==> config.mk <==
export PLATFORM = sky130hd
export DESIGN_NAME = fbb_mac
export DESIGN_NICKNAME = d
export VERILOG_FILES = /design/src/sv/fbb_pkg.sv /design/src/sv/fbb_mac.sv
export SDC_FILE = /design/constraint.sdc
export NUM_CORES = 1
export LEC_CHECK = 0
export ABC_CLOCK_PERIOD_IN_PS = 12400
export BUFFER_PORTS_ARGS = -buffer_cell sky130_fd_sc_hd__buf_2
export CORE_MARGIN = 1
export CORE_UTILIZATION = 55
export CTS_CLUSTER_DIAMETER = 40
export DETAILED_ROUTE_END_ITERATION = 7
export PLACE_DENSITY = 0.73
export SLEW_MARGIN = 10
export SYNTH_ARGS = -nofsm -noshare
export SYNTH_HDL_FRONTEND = slang
export SYNTH_SLANG_ARGS = --single-unit
==> constraint.sdc <==
create_clock -name clk -period 12.4 [get_ports clk]
set_input_delay 0.62 -clock clk [delete_from_list [all_inputs] [get_ports clk]]
set_output_delay 0.62 -clock clk [all_outputs]
set_load 0.02 [all_outputs]
==> src/sv/fbb_pkg.sv <==
// ============================================================================
// fbb_pkg
// Shared widths, register indexes and command codes of the framebuffer blitter.
// ============================================================================
`default_nettype none

package fbb_pkg;

    localparam int MEM_WORDS = 65536;
    localparam int ADDR_W    = $clog2(MEM_WORDS);
    localparam int DIM_W     = 13;
    localparam int PW_W      = 16;
    localparam int PROD_W    = DIM_W + PW_W + 1;
    localparam int PIX_W     = 32;
    localparam int CRD_W     = 16;
    localparam int PADDR_W   = 4;

    localparam logic [7:0] BPP_OK = 8'd32;

    localparam logic [2:0] FN_PUT   = 3'd0;
    localparam logic [2:0] FN_FILL  = 3'd1;
    localparam logic [2:0] FN_COPY  = 3'd2;
    localparam logic [2:0] FN_GLYPH = 3'd3;
    localparam logic [2:0] FN_READ  = 3'd4;

    localparam logic [1:0] REG_FB_WIDTH  = 2'd0;
    localparam logic [1:0] REG_FB_HEIGHT = 2'd1;
    localparam logic [1:0] REG_PITCH     = 2'd2;
    localparam logic [1:0] REG_BPP       = 2'd3;

    typedef struct packed {
        logic              we;
        logic [ADDR_W-1:0] waddr;
        logic [PIX_W-1:0]  wdata;
        logic              re;
        logic [ADDR_W-1:0] raddr;
    } mem_req_t;

endpackage

`default_nettype wire

==> src/sv/fbb_mac.sv <==
// ============================================================================
// fbb_mac
// Shared multiply-add unit: row * pitch + column, registered.
// ============================================================================
`default_nettype none

module fbb_mac (
    input  wire                        clk,
    input  wire  [fbb_pkg::DIM_W-1:0]  a,
    input  wire  [fbb_pkg::PW_W-1:0]   b,
    input  wire  [fbb_pkg::DIM_W-1:0]  c,
    output logic [fbb_pkg::PROD_W-1:0] res_reg
);
    import fbb_pkg::*;

    logic [PROD_W-1:0] res_next;

    // operands widened first so the product keeps all its bits
    assign res_next = PROD_W'(a) * PROD_W'(b) + PROD_W'(c);

    always_ff @(posedge clk)
    begin
        res_reg <= res_next;
    end

endmodule

`default_nettype wire

==> results.md <==
* Run status: complete, no violations
* Max cap viols at 0
* Max FO, Critical Path at 13
* Area Overhead vs Synth at 7.14%
* Core Rows at 44
* Post-CTS Setup Inserts at 0
* N_diodes at 0
* Die Y at 125 µm
* I/O pin total at 73
* # hold bufs at CTS at 0
* Final Hold Fails at 0
* Nets at 1292
* Worst Path Required at 12.57 ns
* Root Driver: clkbuf_16
* Layout cells sized above 1 at 0.0892
* Worst path arrival time at 6.01 ns
* Overall die area at 15500 µm²
* Clock slew at reported path FFs at 0.05 ns
* Routed length per instance at 15.1 µm
* # DRC at 0
* Initial antenna violation count at 0
* Clock buffer count from CTS at 5
* Antenna viol nets, final at 0
* Design Area, Final at 8870 µm²
* CTS tree: done
* Cell count after synthesis at 947
* GRT Util Overall at 0.242
* Final Cycle Share at 0.471
* Startpoint Class: input pin
* Max Slew Vio Count at 0
* Worst hold path type: input pin to flop
* Setup Crit Path Kind: input pin to flop
* Via count at 6191
* Post-DP HPWL at 14.9 mm
* H-tree Lvls at 2
* Clock tree sinks at 30
* Pre-antenna DRT Iters at 5
* Top_reg_cell synth: dfxtp_1
* Yosys warns at 0
* Number of synthesized register bits at 30
* Setup TNS at 0 ns
* Pin count of the biggest net entering global routing at 17
* Worst slew pin tran at 0.515 ns
* Cts repair resizes at 0
* Port bufs at 72
* Largest register FFs at 30
* Vias in the first global route at 6385
* Async SR Flop Fraction at 0
* RSZ-0062 raised after global routing: false
* Global-route wire length before repair at 30.2 mm
* Mapped Area at 8280 µm²
* Longest Clk Path Bufs at 2
* Die Wd at 125 µm
* Post-synth EDFFs at 0
* Crit. End Element: flop
* Minimum clock period at 5.83 ns
* Synthesized Nets at 1254
* DR iter-0 viols at 308
* Library cells used by synthesis at 50
* Grt total ovfl at 0
* Relative slew margins at 0.652
* Sequential area share after synthesis at 0.0726
* Initial Util at 0.567
* Routed wire length at 17.7 mm
* Syn Area/Cell at 8.74 µm²
* Achievable Freq at 0.171 GHz
* Core footprint at 14600 µm²
* GP Congestion at 0.854
* Drt via density at 5.29
* Placement Cell Area at 8700 µm²
* Endpoints failing setup at 0
-- final timing paths --
| kind | start | to | cells after the start |
|---|---|---|---|
| max | b[8] | res_reg[26] | 19 |
| min | c[0] | res_reg[0] | 2 |
-- Yosys cell counts, types with 2 or more instances --
cell type | number | area [µm²]
inv_1 | 219 | 822
fa_1 | 164 | 3280
nand2_1 | 141 | 529
ha_1 | 100 | 1250
and2_1 | 93 | 582
a21oi_1 | 31 | 155
clkbuf_1 | 31 | 116
dfxtp_1 | 30 | 601
o21ai_0 | 16 | 80.1
nor2_1 | 14 | 52.6
xor2_1 | 14 | 123
xnor2_1 | 12 | 105
nand4_1 | 11 | 68.8
buf_2 | 10 | 50.1
a21o_1 | 5 | 37.5
nand3_1 | 5 | 25.0
nor3_1 | 5 | 25.0
o21a_1 | 5 | 37.5
and3_1 | 3 | 18.8
o21bai_1 | 3 | 22.5
a31oi_1 | 2 | 12.5
nor2b_1 | 2 | 12.5
o211a_1 | 2 | 20.0
o21ai_1 | 2 | 10.0
o31ai_1 | 2 | 15.0
-- worst max-delay path, stage by stage --
cell and delay, ns:
buf_2 0.19, and2_1 0.21, fa_1 0.55, inv_1 0.06, fa_1 0.47, inv_1 0.05, fa_1 0.50, fa_1 0.51
fa_1 0.49, inv_1 0.05, fa_1 0.48, inv_1 0.04, ha_1 0.35, a21oi_1 0.26, o221ai_1 0.17, a41oi_1 0.45
or2_1 0.20, nand2_1 0.09, o311ai_1 0.27
-- cell usage in the layout, fill, tap and decap left out, types with 2 or more instances in the layout --
cell type,n
nor2b_1,2
nand2_1,141
a21oi_1,31
ha_1,100
o21ai_0,16
buf_2,72
o211a_1,2
nand4_1,11
xor2_1,14
dfxtp_1,30
nor2_1,14
inv_1,219
fa_1,164
o21ai_1,2
o21a_1,5
o21bai_1,3
clkbuf_16,5
a21o_1,5
xnor2_1,12
nand3_1,5
nor3_1,5
and3_1,3
o31ai_1,2
and2_1,93
a31oi_1,2
-- cell type report --
class	count	area, µm²
multi-input combinational	657	6690
fill	1279	5720
inverter	219	822
sequential	30	601
timing repair buffer	72	360
tap	184	230
clock buffer	6	129
clock inverter	2	37.5
-- metal layers --
layer | up-vias | wire [µm] | GRT usage
li1 | 2922 | - | -
met1 | 3085 | 7140 | 0.306
met2 | 152 | 9310 | 0.430
met3 | 32 | 744 | 0.0344
met4 | 0 | 462 | 0.0638
met5 | - | 0 | 0
-- cell families after synthesis --
logic type,share of synthesized area
adder cells (fa/ha/maj),0.548
AO/OA/AOI/OAI,0.0656
AND/OR/NAND/NOR,0.167
XOR/XNOR,0.0275
flip-flops,0.0726
buffers and inverters,0.119
-- through the flow --
step	std cells	setup WS [ns]	util	hold slack, ns
floorplan	947	6.70	-	0.750
global placement	1162	6.43	0.596	0.841
detailed placement	1162	6.29	0.596	0.843
CTS	1170	6.58	0.608	0.559
global route	1170	6.35	0.608	0.558
finish	1170	6.57	0.608	0.564
Power is not shown: default switching activity piles up to over one toggle a cycle in this logic, so the estimate is an artifact.
